$ cat config.mk
export PLATFORM = sky130hd
export DESIGN_NAME = day_number_calendar_converter_flat
export DESIGN_NICKNAME = d
export VERILOG_FILES = /design/src/sv/dncc_pkg.sv /design/src/sv/dncc_if.sv /design/src/sv/day_number_calendar_converter.sv /design/src/flat_wrapper.sv
export SDC_FILE = /design/constraint.sdc
export NUM_CORES = 2
export LEC_CHECK = 0
export BUFFER_PORTS_ARGS = -buffer_cell sky130_fd_sc_hd__buf_2
export CAP_MARGIN = 5
export CORE_ASPECT_RATIO = 2
export CORE_MARGIN = 2
export CORE_UTILIZATION = 60
export CTS_BUF_LIST = sky130_fd_sc_hd__clkbuf_8
export CTS_CLUSTER_DIAMETER = 200
export DETAILED_ROUTE_END_ITERATION = 12
export MAX_ROUTING_LAYER = met4
export PLACE_DENSITY = 0.8
export SYNTH_ARGS = -nofsm -noshare
export SYNTH_HDL_FRONTEND = slang
export SYNTH_SLANG_ARGS = --single-unit
$ cat constraint.sdc
create_clock -name clk_i -period 7.2 [get_ports clk_i]
set_input_delay 0 -clock clk_i [delete_from_list [all_inputs] [get_ports clk_i]]
set_output_delay 0 -clock clk_i [all_outputs]
set_load 0.01 [all_outputs]
$ cat src/sv/dncc_pkg.sv
`timescale 1ns / 1ps
// Package for the day number calendar converter.
// Field widths, operation codes, reciprocal constants and the month term table.
// No dependencies.

package dncc_pkg;

  localparam int unsigned OP_W   = 1;
  localparam int unsigned DN_W   = 16;
  localparam int unsigned SEC_W  = 17;
  localparam int unsigned DAY_W  = 5;
  localparam int unsigned MON_W  = 4;
  localparam int unsigned YEAR_W = 12;
  localparam int unsigned PACK_W = 25;

  localparam logic [OP_W-1:0] OP_TO_DATE = 1'b0;
  localparam logic [OP_W-1:0] OP_TO_DAY  = 1'b1;

  localparam logic [SEC_W-1:0] SEC_LAST = 17'd86399;
  localparam logic [DN_W-1:0]  DN_LAST  = 16'hFFFF;

  // Julian day of day 0 plus the first offset of the forward formula
  localparam logic [21:0] L_OFFSET = 22'd2510982;

  // 400-year cycle boundaries, (146097 * n + 3) / 4
  localparam logic [21:0] CYC_BASE_68 = 22'((68 * 146097 + 3) / 4);
  localparam logic [21:0] CYC_BASE_69 = 22'((69 * 146097 + 3) / 4);
  localparam logic [21:0] CYC_BASE_70 = 22'((70 * 146097 + 3) / 4);

  localparam logic [YEAR_W-1:0] YEAR_BASE = 12'd1900;

  // 32075 + 2442413
  localparam logic [23:0] JDN_BIAS = 24'd2474488;

  // floor(x * A / D) == (x * ceil(2^S * A / D)) >> S while x * D < 2^S
  localparam int unsigned I_SHIFT = 37;
  localparam logic [28:0] I_MULT =
    29'(((64'd1 << I_SHIFT) * 64'd4000 + 64'd1461000) / 64'd1461001);

  localparam int unsigned J_SHIFT = 22;
  localparam logic [17:0] J_MULT =
    18'(((64'd1 << J_SHIFT) * 64'd80 + 64'd2446) / 64'd2447);

  localparam int unsigned DD_SHIFT = 13;
  localparam logic [17:0] DD_MULT =
    18'(((64'd1 << DD_SHIFT) * 64'd2447 + 64'd79) / 64'd80);

  localparam int unsigned HH_SHIFT = 29;
  localparam logic [17:0] HH_MULT =
    18'(((64'd1 << HH_SHIFT) + 64'd3599) / 64'd3600);

  localparam int unsigned MM_SHIFT = 18;
  localparam logic [12:0] MM_MULT =
    13'(((64'd1 << MM_SHIFT) + 64'd59) / 64'd60);

  localparam int unsigned Q_SHIFT = 20;
  localparam logic [13:0] Q_MULT =
    14'(((64'd1 << Q_SHIFT) + 64'd99) / 64'd100);

  // (367 * (m - 2 - 12 * a)) / 12, a = -1 for months 0 to 2
  function automatic logic [8:0] month_term(input logic [MON_W-1:0] m);
    logic [8:0] t;
    case (m)
      4'd0:    t = 9'd305;
      4'd1:    t = 9'd336;
      4'd2:    t = 9'd367;
      4'd3:    t = 9'd30;
      4'd4:    t = 9'd61;
      4'd5:    t = 9'd91;
      4'd6:    t = 9'd122;
      4'd7:    t = 9'd152;
      4'd8:    t = 9'd183;
      4'd9:    t = 9'd214;
      4'd10:   t = 9'd244;
      4'd11:   t = 9'd275;
      4'd12:   t = 9'd305;
      4'd13:   t = 9'd336;
      4'd14:   t = 9'd367;
      default: t = 9'd397;
    endcase
    return t;
  endfunction

endpackage

$ cat src/sv/dncc_if.sv
`timescale 1ns / 1ps
// Valid/ready channel interfaces of the day number calendar converter.
// Depends on dncc_pkg.

interface dncc_in_if import dncc_pkg::*; ();
  logic              valid;
  logic              ready;
  logic [OP_W-1:0]   op;
  logic [DN_W-1:0]   day_number;
  logic [SEC_W-1:0]  seconds_of_day;
  logic [DAY_W-1:0]  cal_day;
  logic [MON_W-1:0]  cal_month;
  logic [YEAR_W-1:0] cal_year;

  modport source (
    output valid, op, day_number, seconds_of_day, cal_day, cal_month, cal_year,
    input  ready
  );
  modport sink (
    input  valid, op, day_number, seconds_of_day, cal_day, cal_month, cal_year,
    output ready
  );
endinterface

interface dncc_out_if import dncc_pkg::*; ();
  logic              valid;
  logic              ready;
  logic [PACK_W-1:0] packed_date;
  logic [PACK_W-1:0] packed_time;
  logic [DN_W-1:0]   day_number_out;
  logic              out_of_range;

  modport source (
    output valid, packed_date, packed_time, day_number_out, out_of_range,
    input  ready
  );
  modport sink (
    input  valid, packed_date, packed_time, day_number_out, out_of_range,
    output ready
  );
endinterface

$ cat src/sv/day_number_calendar_converter.sv
`timescale 1ns / 1ps
// Day number calendar converter, top level. Depends on dncc_pkg and dncc_if.
// req_i (dncc_in_if.sink) takes one transaction per conversion request:
//   op 0 turns day_number and seconds_of_day into binary values that read yyyymmdd and
//   hhmmss00 in decimal; op 1 turns cal_day, cal_month and cal_year into a day number,
//   saturated to 0..65535 with out_of_range set when clipped.
// rsp_o (dncc_out_if.source) returns exactly one transaction per request,
//   in order; fields that do not belong to the operation are zero.
// Throughput is one transaction per cycle while rsp_o.ready is high, set by a
//   seven-stage pipeline with the constant multiplies spread over the stages
//   (reciprocal multiplies stand in for the divisions).
// When rsp_o.ready is low, data holds in the output stage and bubbles ahead of
//   it still close up; req_i.ready falls only when every stage is full.
// Reset clears all stage valid bits; no transaction is in flight afterwards.

module day_number_calendar_converter import dncc_pkg::*; (
  input  logic        clk_i,
  input  logic        rst_ni,
  dncc_in_if.sink     req_i,
  dncc_out_if.source  rsp_o
);

  localparam int unsigned NSTG = 7;

  logic [NSTG:1] vld_q;
  logic [NSTG:1] adv;

  always_comb begin
    adv[NSTG] = ~vld_q[NSTG] | rsp_o.ready;
    for (int s = NSTG - 1; s >= 1; s--) begin
      adv[s] = ~vld_q[s] | adv[s+1];
    end
  end

  assign req_i.ready = adv[1];

  always_ff @(posedge clk_i or negedge rst_ni) begin
    if (!rst_ni) begin
      vld_q <= '0;
    end else begin
      if (adv[1]) vld_q[1] <= req_i.valid;
      for (int s = 2; s <= NSTG; s++) begin
        if (adv[s]) vld_q[s] <= vld_q[s-1];
      end
    end
  end

  // stage 1: cycle split, seconds clamp, calendar products
  logic [21:0]      l_w;
  logic [21:0]      cyc_base;
  logic [1:0]       nsel_d;
  logic [SEC_W-1:0] secs_d;
  logic             jan_feb;
  logic [13:0]      v1, v2;
  logic [23:0]      t1_prod;
  logic [27:0]      q_prod;

  always_comb begin
    l_w = 22'(req_i.day_number) + L_OFFSET;
    if (l_w >= CYC_BASE_70) begin
      nsel_d   = 2'd2;
      cyc_base = CYC_BASE_70;
    end else if (l_w >= CYC_BASE_69) begin
      nsel_d   = 2'd1;
      cyc_base = CYC_BASE_69;
    end else begin
      nsel_d   = 2'd0;
      cyc_base = CYC_BASE_68;
    end
    secs_d  = (req_i.seconds_of_day > SEC_LAST) ? SEC_LAST : req_i.seconds_of_day;
    jan_feb = req_i.cal_month inside {[4'd0:4'd2]};
    v1      = 14'(req_i.cal_year) + 14'd4800 - 14'(jan_feb);
    v2      = 14'(req_i.cal_year) + 14'd4900 - 14'(jan_feb);
    t1_prod = 24'(v1) * 24'd1461;
    q_prod  = 28'(v2) * 28'(Q_MULT);
  end

  logic [OP_W-1:0]  s1_op_q;
  logic [15:0]      s1_l2_q;
  logic [1:0]       s1_nsel_q;
  logic [SEC_W-1:0] s1_secs_q;
  logic [21:0]      s1_t1_q;
  logic [6:0]       s1_q_q;
  logic [8:0]       s1_t2_q;
  logic [DAY_W-1:0] s1_d_q;

  always_ff @(posedge clk_i) begin
    if (adv[1]) begin
      s1_op_q   <= req_i.op;
      s1_l2_q   <= 16'(l_w - cyc_base);
      s1_nsel_q <= nsel_d;
      s1_secs_q <= secs_d;
      s1_t1_q   <= t1_prod[23:2];
      s1_q_q    <= q_prod[Q_SHIFT +: 7];
      s1_t2_q   <= month_term(req_i.cal_month);
      s1_d_q    <= req_i.cal_day;
    end
  end

  // stage 2: year in cycle, hours, day number sum
  logic [44:0] i_prod;
  logic [34:0] hh_prod;
  logic [8:0]  t3_w;
  logic [23:0] r_d;

  always_comb begin
    i_prod  = (45'(s1_l2_q) + 45'd1) * 45'(I_MULT);
    hh_prod = 35'(s1_secs_q) * 35'(HH_MULT);
    t3_w    = 9'(s1_q_q) * 9'd3;
    r_d     = 24'(s1_t1_q) + 24'(s1_t2_q) + 24'(s1_d_q) - 24'(t3_w[8:2]) - JDN_BIAS;
  end

  logic [OP_W-1:0]  s2_op_q;
  logic [15:0]      s2_l2_q;
  logic [1:0]       s2_nsel_q;
  logic [6:0]       s2_i_q;
  logic [SEC_W-1:0] s2_secs_q;
  logic [4:0]       s2_hh_q;
  logic [23:0]      s2_r_q;

  always_ff @(posedge clk_i) begin
    if (adv[2]) begin
      s2_op_q   <= s1_op_q;
      s2_l2_q   <= s1_l2_q;
      s2_nsel_q <= s1_nsel_q;
      s2_i_q    <= i_prod[I_SHIFT +: 7];
      s2_secs_q <= s1_secs_q;
      s2_hh_q   <= hh_prod[HH_SHIFT +: 5];
      s2_r_q    <= r_d;
    end
  end

  // stage 3: day in year, seconds within hour, saturation
  logic [17:0]     y_days;
  logic [16:0]     l3_w;
  logic [16:0]     rem_w;
  logic [DN_W-1:0] dno_d;
  logic            oor_d;

  always_comb begin
    y_days = 18'(s2_i_q) * 18'd1461;
    l3_w   = 17'(s2_l2_q) + 17'd31 - 17'(y_days[17:2]);
    rem_w  = s2_secs_q - 17'(s2_hh_q) * 17'd3600;
    if (s2_r_q[23]) begin
      dno_d = '0;
      oor_d = 1'b1;
    end else if (s2_r_q[22:16] != 7'd0) begin
      dno_d = DN_LAST;
      oor_d = 1'b1;
    end else begin
      dno_d = s2_r_q[15:0];
      oor_d = 1'b0;
    end
  end

  logic [OP_W-1:0] s3_op_q;
  logic [9:0]      s3_l3_q;
  logic [1:0]      s3_nsel_q;
  logic [6:0]      s3_i_q;
  logic [11:0]     s3_rem_q;
  logic [4:0]      s3_hh_q;
  logic [DN_W-1:0] s3_dno_q;
  logic            s3_oor_q;

  always_ff @(posedge clk_i) begin
    if (adv[3]) begin
      s3_op_q   <= s2_op_q;
      s3_l3_q   <= l3_w[9:0];
      s3_nsel_q <= s2_nsel_q;
      s3_i_q    <= s2_i_q;
      s3_rem_q  <= rem_w[11:0];
      s3_hh_q   <= s2_hh_q;
      s3_dno_q  <= dno_d;
      s3_oor_q  <= oor_d;
    end
  end

  // stage 4: month index, minutes
  logic [27:0] j_prod;
  logic [24:0] mm_prod;

  always_comb begin
    j_prod  = 28'(s3_l3_q) * 28'(J_MULT);
    mm_prod = 25'(s3_rem_q) * 25'(MM_MULT);
  end

  logic [OP_W-1:0] s4_op_q;
  logic [9:0]      s4_l3_q;
  logic [1:0]      s4_nsel_q;
  logic [6:0]      s4_i_q;
  logic [5:0]      s4_j_q;
  logic [11:0]     s4_rem_q;
  logic [4:0]      s4_hh_q;
  logic [5:0]      s4_mm_q;
  logic [DN_W-1:0] s4_dno_q;
  logic            s4_oor_q;

  always_ff @(posedge clk_i) begin
    if (adv[4]) begin
      s4_op_q   <= s3_op_q;
      s4_l3_q   <= s3_l3_q;
      s4_nsel_q <= s3_nsel_q;
      s4_i_q    <= s3_i_q;
      s4_j_q    <= j_prod[J_SHIFT +: 6];
      s4_rem_q  <= s3_rem_q;
      s4_hh_q   <= s3_hh_q;
      s4_mm_q   <= mm_prod[MM_SHIFT +: 6];
      s4_dno_q  <= s3_dno_q;
      s4_oor_q  <= s3_oor_q;
    end
  end

  // stage 5: day, month, year, seconds
  logic [23:0]       dd_prod;
  logic [10:0]       dd_w;
  logic              k_w;
  logic [5:0]        mo_w;
  logic [YEAR_W-1:0] yy_w;
  logic [11:0]       ss_w;

  always_comb begin
    dd_prod = 24'(s4_j_q) * 24'(DD_MULT);
    dd_w    = 11'(s4_l3_q) - dd_prod[DD_SHIFT +: 11];
    k_w     = (s4_j_q >= 6'd11);
    mo_w    = s4_j_q + 6'd2 - (k_w ? 6'd12 : 6'd0);
    yy_w    = YEAR_BASE + 12'(s4_nsel_q) * 12'd100 + 12'(s4_i_q) + 12'(k_w);
    ss_w    = s4_rem_q - 12'(s4_mm_q) * 12'd60;
  end

  logic [OP_W-1:0]   s5_op_q;
  logic [DAY_W-1:0]  s5_dd_q;
  logic [3:0]        s5_mo_q;
  logic [YEAR_W-1:0] s5_yy_q;
  logic [4:0]        s5_hh_q;
  logic [5:0]        s5_mm_q;
  logic [5:0]        s5_ss_q;
  logic [DN_W-1:0]   s5_dno_q;
  logic              s5_oor_q;

  always_ff @(posedge clk_i) begin
    if (adv[5]) begin
      s5_op_q  <= s4_op_q;
      s5_dd_q  <= dd_w[DAY_W-1:0];
      s5_mo_q  <= mo_w[3:0];
      s5_yy_q  <= yy_w;
      s5_hh_q  <= s4_hh_q;
      s5_mm_q  <= s4_mm_q;
      s5_ss_q  <= ss_w[5:0];
      s5_dno_q <= s4_dno_q;
      s5_oor_q <= s4_oor_q;
    end
  end

  // stage 6: decimal weights
  logic [OP_W-1:0]   s6_op_q;
  logic [PACK_W-1:0] s6_ya_q;
  logic [10:0]       s6_md_q;
  logic [PACK_W-1:0] s6_ha_q;
  logic [19:0]       s6_ms_q;
  logic [DN_W-1:0]   s6_dno_q;
  logic              s6_oor_q;

  always_ff @(posedge clk_i) begin
    if (adv[6]) begin
      s6_op_q  <= s5_op_q;
      s6_ya_q  <= 25'(s5_yy_q) * 25'd10000;
      s6_md_q  <= 11'(s5_mo_q) * 11'd100 + 11'(s5_dd_q);
      s6_ha_q  <= 25'(s5_hh_q) * 25'd1000000;
      s6_ms_q  <= 20'(s5_mm_q) * 20'd10000 + 20'(s5_ss_q) * 20'd100;
      s6_dno_q <= s5_dno_q;
      s6_oor_q <= s5_oor_q;
    end
  end

  // stage 7: output register
  logic [PACK_W-1:0] date_q;
  logic [PACK_W-1:0] time_q;
  logic [DN_W-1:0]   dno_q;
  logic              oor_q;

  always_ff @(posedge clk_i) begin
    if (adv[7]) begin
      if (s6_op_q == OP_TO_DAY) begin
        date_q <= '0;
        time_q <= '0;
        dno_q  <= s6_dno_q;
        oor_q  <= s6_oor_q;
      end else begin
        date_q <= s6_ya_q + 25'(s6_md_q);
        time_q <= s6_ha_q + 25'(s6_ms_q);
        dno_q  <= '0;
        oor_q  <= 1'b0;
      end
    end
  end

  assign rsp_o.valid          = vld_q[NSTG];
  assign rsp_o.packed_date    = date_q;
  assign rsp_o.packed_time    = time_q;
  assign rsp_o.day_number_out = dno_q;
  assign rsp_o.out_of_range   = oor_q;

endmodule
$ cat src/flat_wrapper.sv
// flat-port wrapper written by rule: the top's interface ports become plain ports
module day_number_calendar_converter_flat import dncc_pkg::*;
  (clk_i, rst_ni, req_i_valid, req_i_op, req_i_day_number, req_i_seconds_of_day, req_i_cal_day, req_i_cal_month, req_i_cal_year, req_i_ready, rsp_o_valid, rsp_o_packed_date, rsp_o_packed_time, rsp_o_day_number_out, rsp_o_out_of_range, rsp_o_ready);
  dncc_in_if req_i_i ();
  dncc_out_if rsp_o_i ();
  input  logic clk_i;
  input  logic rst_ni;
  input wire logic [$bits(req_i_i.valid)-1:0] req_i_valid;
  input wire logic [$bits(req_i_i.op)-1:0] req_i_op;
  input wire logic [$bits(req_i_i.day_number)-1:0] req_i_day_number;
  input wire logic [$bits(req_i_i.seconds_of_day)-1:0] req_i_seconds_of_day;
  input wire logic [$bits(req_i_i.cal_day)-1:0] req_i_cal_day;
  input wire logic [$bits(req_i_i.cal_month)-1:0] req_i_cal_month;
  input wire logic [$bits(req_i_i.cal_year)-1:0] req_i_cal_year;
  output wire logic [$bits(req_i_i.ready)-1:0] req_i_ready;
  output wire logic [$bits(rsp_o_i.valid)-1:0] rsp_o_valid;
  output wire logic [$bits(rsp_o_i.packed_date)-1:0] rsp_o_packed_date;
  output wire logic [$bits(rsp_o_i.packed_time)-1:0] rsp_o_packed_time;
  output wire logic [$bits(rsp_o_i.day_number_out)-1:0] rsp_o_day_number_out;
  output wire logic [$bits(rsp_o_i.out_of_range)-1:0] rsp_o_out_of_range;
  input wire logic [$bits(rsp_o_i.ready)-1:0] rsp_o_ready;
  assign req_i_i.valid = req_i_valid;
  assign req_i_i.op = req_i_op;
  assign req_i_i.day_number = req_i_day_number;
  assign req_i_i.seconds_of_day = req_i_seconds_of_day;
  assign req_i_i.cal_day = req_i_cal_day;
  assign req_i_i.cal_month = req_i_cal_month;
  assign req_i_i.cal_year = req_i_cal_year;
  assign req_i_ready = req_i_i.ready;
  assign rsp_o_valid = rsp_o_i.valid;
  assign rsp_o_packed_date = rsp_o_i.packed_date;
  assign rsp_o_packed_time = rsp_o_i.packed_time;
  assign rsp_o_day_number_out = rsp_o_i.day_number_out;
  assign rsp_o_out_of_range = rsp_o_i.out_of_range;
  assign rsp_o_i.ready = rsp_o_ready;
  day_number_calendar_converter u_core (.clk_i(clk_i), .rst_ni(rst_ni), .req_i(req_i_i), .rsp_o(rsp_o_i));
endmodule
==> out/summary.txt <==
RUN STATUS
-------------------------------------------------------------------------------------
Outcome                                                                  finished, final reports clean

YOSYS
-------------------------------------------------------------------------------------
Leading post-synthesis cells by instance count                           1065 x sky130_fd_sc_hd__inv_1, 972 x sky130_fd_sc_hd__ha_1, 506 x sky130_fd_sc_hd__fa_1
Synth area leaders                                                       sky130_fd_sc_hd__edfxtp_1 28%, sky130_fd_sc_hd__ha_1 24%, sky130_fd_sc_hd__fa_1 20%, sky130_fd_sc_hd__inv_1 8.0%, sky130_fd_sc_hd__xnor2_1 3.8%
Instance count of the mapped netlist                                             4545
Synth Area per Inst                                                         10.97 um2
Fraction of registers with async set or reset after synthesis                  1.509%
Number of enable-type register cells in the synthesized netlist                   457
Area share of the largest cell type after synthesis                            27.52%
Flip-flop and latch count after synthesis                                         464
Netlist area before placement                                               49870 um2
Cell accounting for the most synthesized area                            sky130_fd_sc_hd__edfxtp_1
Most frequent cell after synthesis                                       sky130_fd_sc_hd__inv_1
Commonest register cell after synthesis                                  sky130_fd_sc_hd__edfxtp_1
Count of warnings emitted by yosys                                                  0
Proportion of synthesized chip area in sequential cells                        27.87%
Count of distinct cell types in the synthesized netlist                            79

FINISH
-------------------------------------------------------------------------------------
Cell area after layout                                                      54740 um2
Syn-to-layout area delta                                                       9.762%
Total number of nets in the final design                                         6414
Share of post-route cells with drive strength above 1                          8.705%

CLOCK NETWORK
-------------------------------------------------------------------------------------
Reg clk slew, reported paths                                                  0.07 ns
Sinks on the clock net                                                            464
Clk_lat worst skew                                                            0.71 ns
Clock root buffer                                                        sky130_fd_sc_hd__clkbuf_8
H-tree Lvls                                                                         3
Clock tree from TritonCTS                                                        done
Total clock buffers created by CTS                                                 67
Buffer levels on the longest clock path                                             3

ROUTE
-------------------------------------------------------------------------------------
Total detailed-routing wirelength                                           104600 um
Routed wire length per instance                                              17.47 um
Count of routing violations after the opening detailed-route iteration           1109
Avg Vias per Cell                                                               5.462
DRC violations left                                                                 0
First-pass iteration count of the detailed router                                   6
Remaining antenna violation count after routing                                     0
Total number of vias                                                            32694

GRT
-------------------------------------------------------------------------------------
Maximum number of pins on one net before global-route repair                       89
Antenna violations before repair                                                    1
Global-route wire length before repair                                      172100 um
Total congestion overflow                                                           0
Aggregate global-route resource usage                                          26.09%
Vias in the first global route                                                  36191

WORST SETUP PATH
-------------------------------------------------------------------------------------
Worst Setup Path Type                                                         reg2reg
CP Capture Type                                                             flip-flop
Cell with the most instances on the worst path                           sky130_fd_sc_hd__fa_1
Slowest cell on the critical path                                        sky130_fd_sc_hd__fa_2
Biggest fanout along the worst timing path                                          6
Slowest cell delay on critical path                                           0.59 ns
Required time at the worst-slack endpoint                                     7.63 ns
Worst endpoint data arrival time                                              7.39 ns
Type of origin of the critical path                                         flip-flop

PLACEMENT
-------------------------------------------------------------------------------------
Last weighted congestion value of the routability-driven placer                 1.045
HPWL after DPL                                                               89090 um
Post-placement cell area                                                    52550 um2
Number of buffer cells added on primary ports                                     125

FLOORPLANNING
-------------------------------------------------------------------------------------
Area enclosed by the die boundary                                           85580 um2
Die X-Extent                                                                 207.9 um
Core Area                                                                   82400 um2
Initial Utilization                                                            60.52%
Die span in y                                                                411.7 um
Row cnt                                                                           149
Top Ports                                                                         128

TIMING
-------------------------------------------------------------------------------------
Final critical-path required period                                          6.957 ns
Fmax                                                                        143.7 MHz
Number of hold violations in the final report                                       0
Pins over their slew limit                                                          0
Setup total negative slack                                                       0 ns
Layout Skew                                                                0.03973 ns
Total setup violations reported at the end of the flow                              0
RSZ-0062 raised after global routing                                             true
Slew Limit Headroom                                                            22.30%
Transition time at the pin with the least slew margin                        1.158 ns
Final clock period utilization by the worst path                               96.62%

HOLD PATH
-------------------------------------------------------------------------------------
Class of the tightest hold or removal check                                    in2reg

FLOW RUN
-------------------------------------------------------------------------------------
Number of max-cap violations                                                        0

-- logic make-up (layout without fill, tap and decap cells) --
logic type	after synthesis	in the layout	synth area share, %
buf+inv	1091	1473	8.226
xor+xnor	313	313	5.540
simple gates	649	649	6.320
compound gates	543	543	7.193
other cells	1	3	0.007519
flops	464	464	27.87
fa+ha+maj	1478	1478	44.70
mux	6	6	0.1480
-- through the flow --
step / instances / utilization [%] / setup slack [ns] / hold slack [ns]
after floorplan: 4546 / - / 0.2406 / -0.2956
after global placement: 5810 / 63.77 / -0.03671 / -0.1552
after detailed placement: 5810 / 63.77 / -0.1643 / -0.1512
after CTS: 5976 / 65.96 / 0.01101 / 0.002319
after global routing: 5986 / 66.43 / -0.05648 / 0.04748
final: 5986 / 66.43 / 0.2434 / 0.05994
-- flip-flops by register name (all words and copies together) (netlist names), 17 cells and up --
signal,flops
u_core.rsp_o.packed_date,25
u_core.s6_ya_q,21
u_core.s1_t1_q,22
u_core.s2_r_q,24
u_core.s6_ha_q,19
u_core.s6_ms_q,18
u_core.rsp_o.packed_time,23
u_core.s1_secs_q,17
-- final timing paths --
check / end / cells past startpoint / slack (ns) / startpoint
min in group asynchronous: u_core.vld_q[2] / 3 / 0.26 / rst_ni
max in group asynchronous: u_core.vld_q[5] / 3 / 6.68 / rst_ni
min reg2reg: u_core.s3_op_q / 0 / 0.41 / u_core.s2_op_q
max reg2reg: u_core.s2_i_q[6] / 26 / 0.24 / u_core.s1_l2_q[8]
min: u_core.s1_d_q[2] / 2 / 0.06 / req_i_cal_day[2]
max: u_core.s2_i_q[6] / 26 / 0.24 / u_core.s1_l2_q[8]
-- worst max-delay path, delay by kind of cell (launching register included) --
family,cells,cell delay [ns]
compound gates,4,0.69
flops,1,0.42
simple gates,7,1.02
fa+ha+maj,7,3.57
xor+xnor,2,0.43
buf+inv,6,0.58
-- final cells by class --
cell class                 count  area [um2]
multi-input combinational   2991       32220
fill                        6314       27660
inverter                    1067        4009
timing repair buffer         286        1949
sequential                   464       13900
clock buffer                  67       922.1
clock inverter                53       419.2
tap                         1057        1323
antenna                        1       2.502
-- placed cells by master (no fill, tap or decap), types with 11 or more instances in the layout --
cell                            instances
sky130_fd_sc_hd__a211oi_1              16
sky130_fd_sc_hd__a21o_1                90
sky130_fd_sc_hd__a21oi_1              153
sky130_fd_sc_hd__a31oi_1               15
sky130_fd_sc_hd__and2_1                33
sky130_fd_sc_hd__and3_1                27
sky130_fd_sc_hd__buf_2                125
sky130_fd_sc_hd__buf_4                115
sky130_fd_sc_hd__clkbuf_8              67
sky130_fd_sc_hd__clkinv_1              20
sky130_fd_sc_hd__dlygate4sd3_1         46
sky130_fd_sc_hd__edfxtp_1             457
sky130_fd_sc_hd__fa_1                 500
sky130_fd_sc_hd__ha_1                 962
sky130_fd_sc_hd__inv_1               1064
sky130_fd_sc_hd__inv_2                 11
sky130_fd_sc_hd__nand2_1              115
sky130_fd_sc_hd__nand2b_1              34
sky130_fd_sc_hd__nand3_1               52
sky130_fd_sc_hd__nand4_1               24
sky130_fd_sc_hd__nor2_1               208
sky130_fd_sc_hd__nor2b_1               43
sky130_fd_sc_hd__nor3_1                47
sky130_fd_sc_hd__o211ai_1              12
sky130_fd_sc_hd__o21a_1                25
sky130_fd_sc_hd__o21ai_0               79
sky130_fd_sc_hd__o21ai_1               15
sky130_fd_sc_hd__o21bai_1              37
sky130_fd_sc_hd__or3_1                 16
sky130_fd_sc_hd__xnor2_1              211
sky130_fd_sc_hd__xor2_1                92
-- routing by layer --
layer / up-vias / share of wire, % / GRT usage (%)
met3: 327 / 2.6 / 2.714
li1: 15708 / - / -
met1: 16046 / 34 / 24.18
met2: 613 / 57 / 51.38
met4: 0 / 6.0 / 14.20
met5: - / 0 / -
-- what timing repair did --
item,CTS,global route
pin swaps,0,36
endpoints found under the hold margin,52,0
buffers inserted,0,9
setup endpoints to repair,1,21
gates resized for setup,1,74
hold buffers,46,0
Power is not shown: default switching activity piles up to over one toggle a cycle in this logic, so the estimate is an artifact.
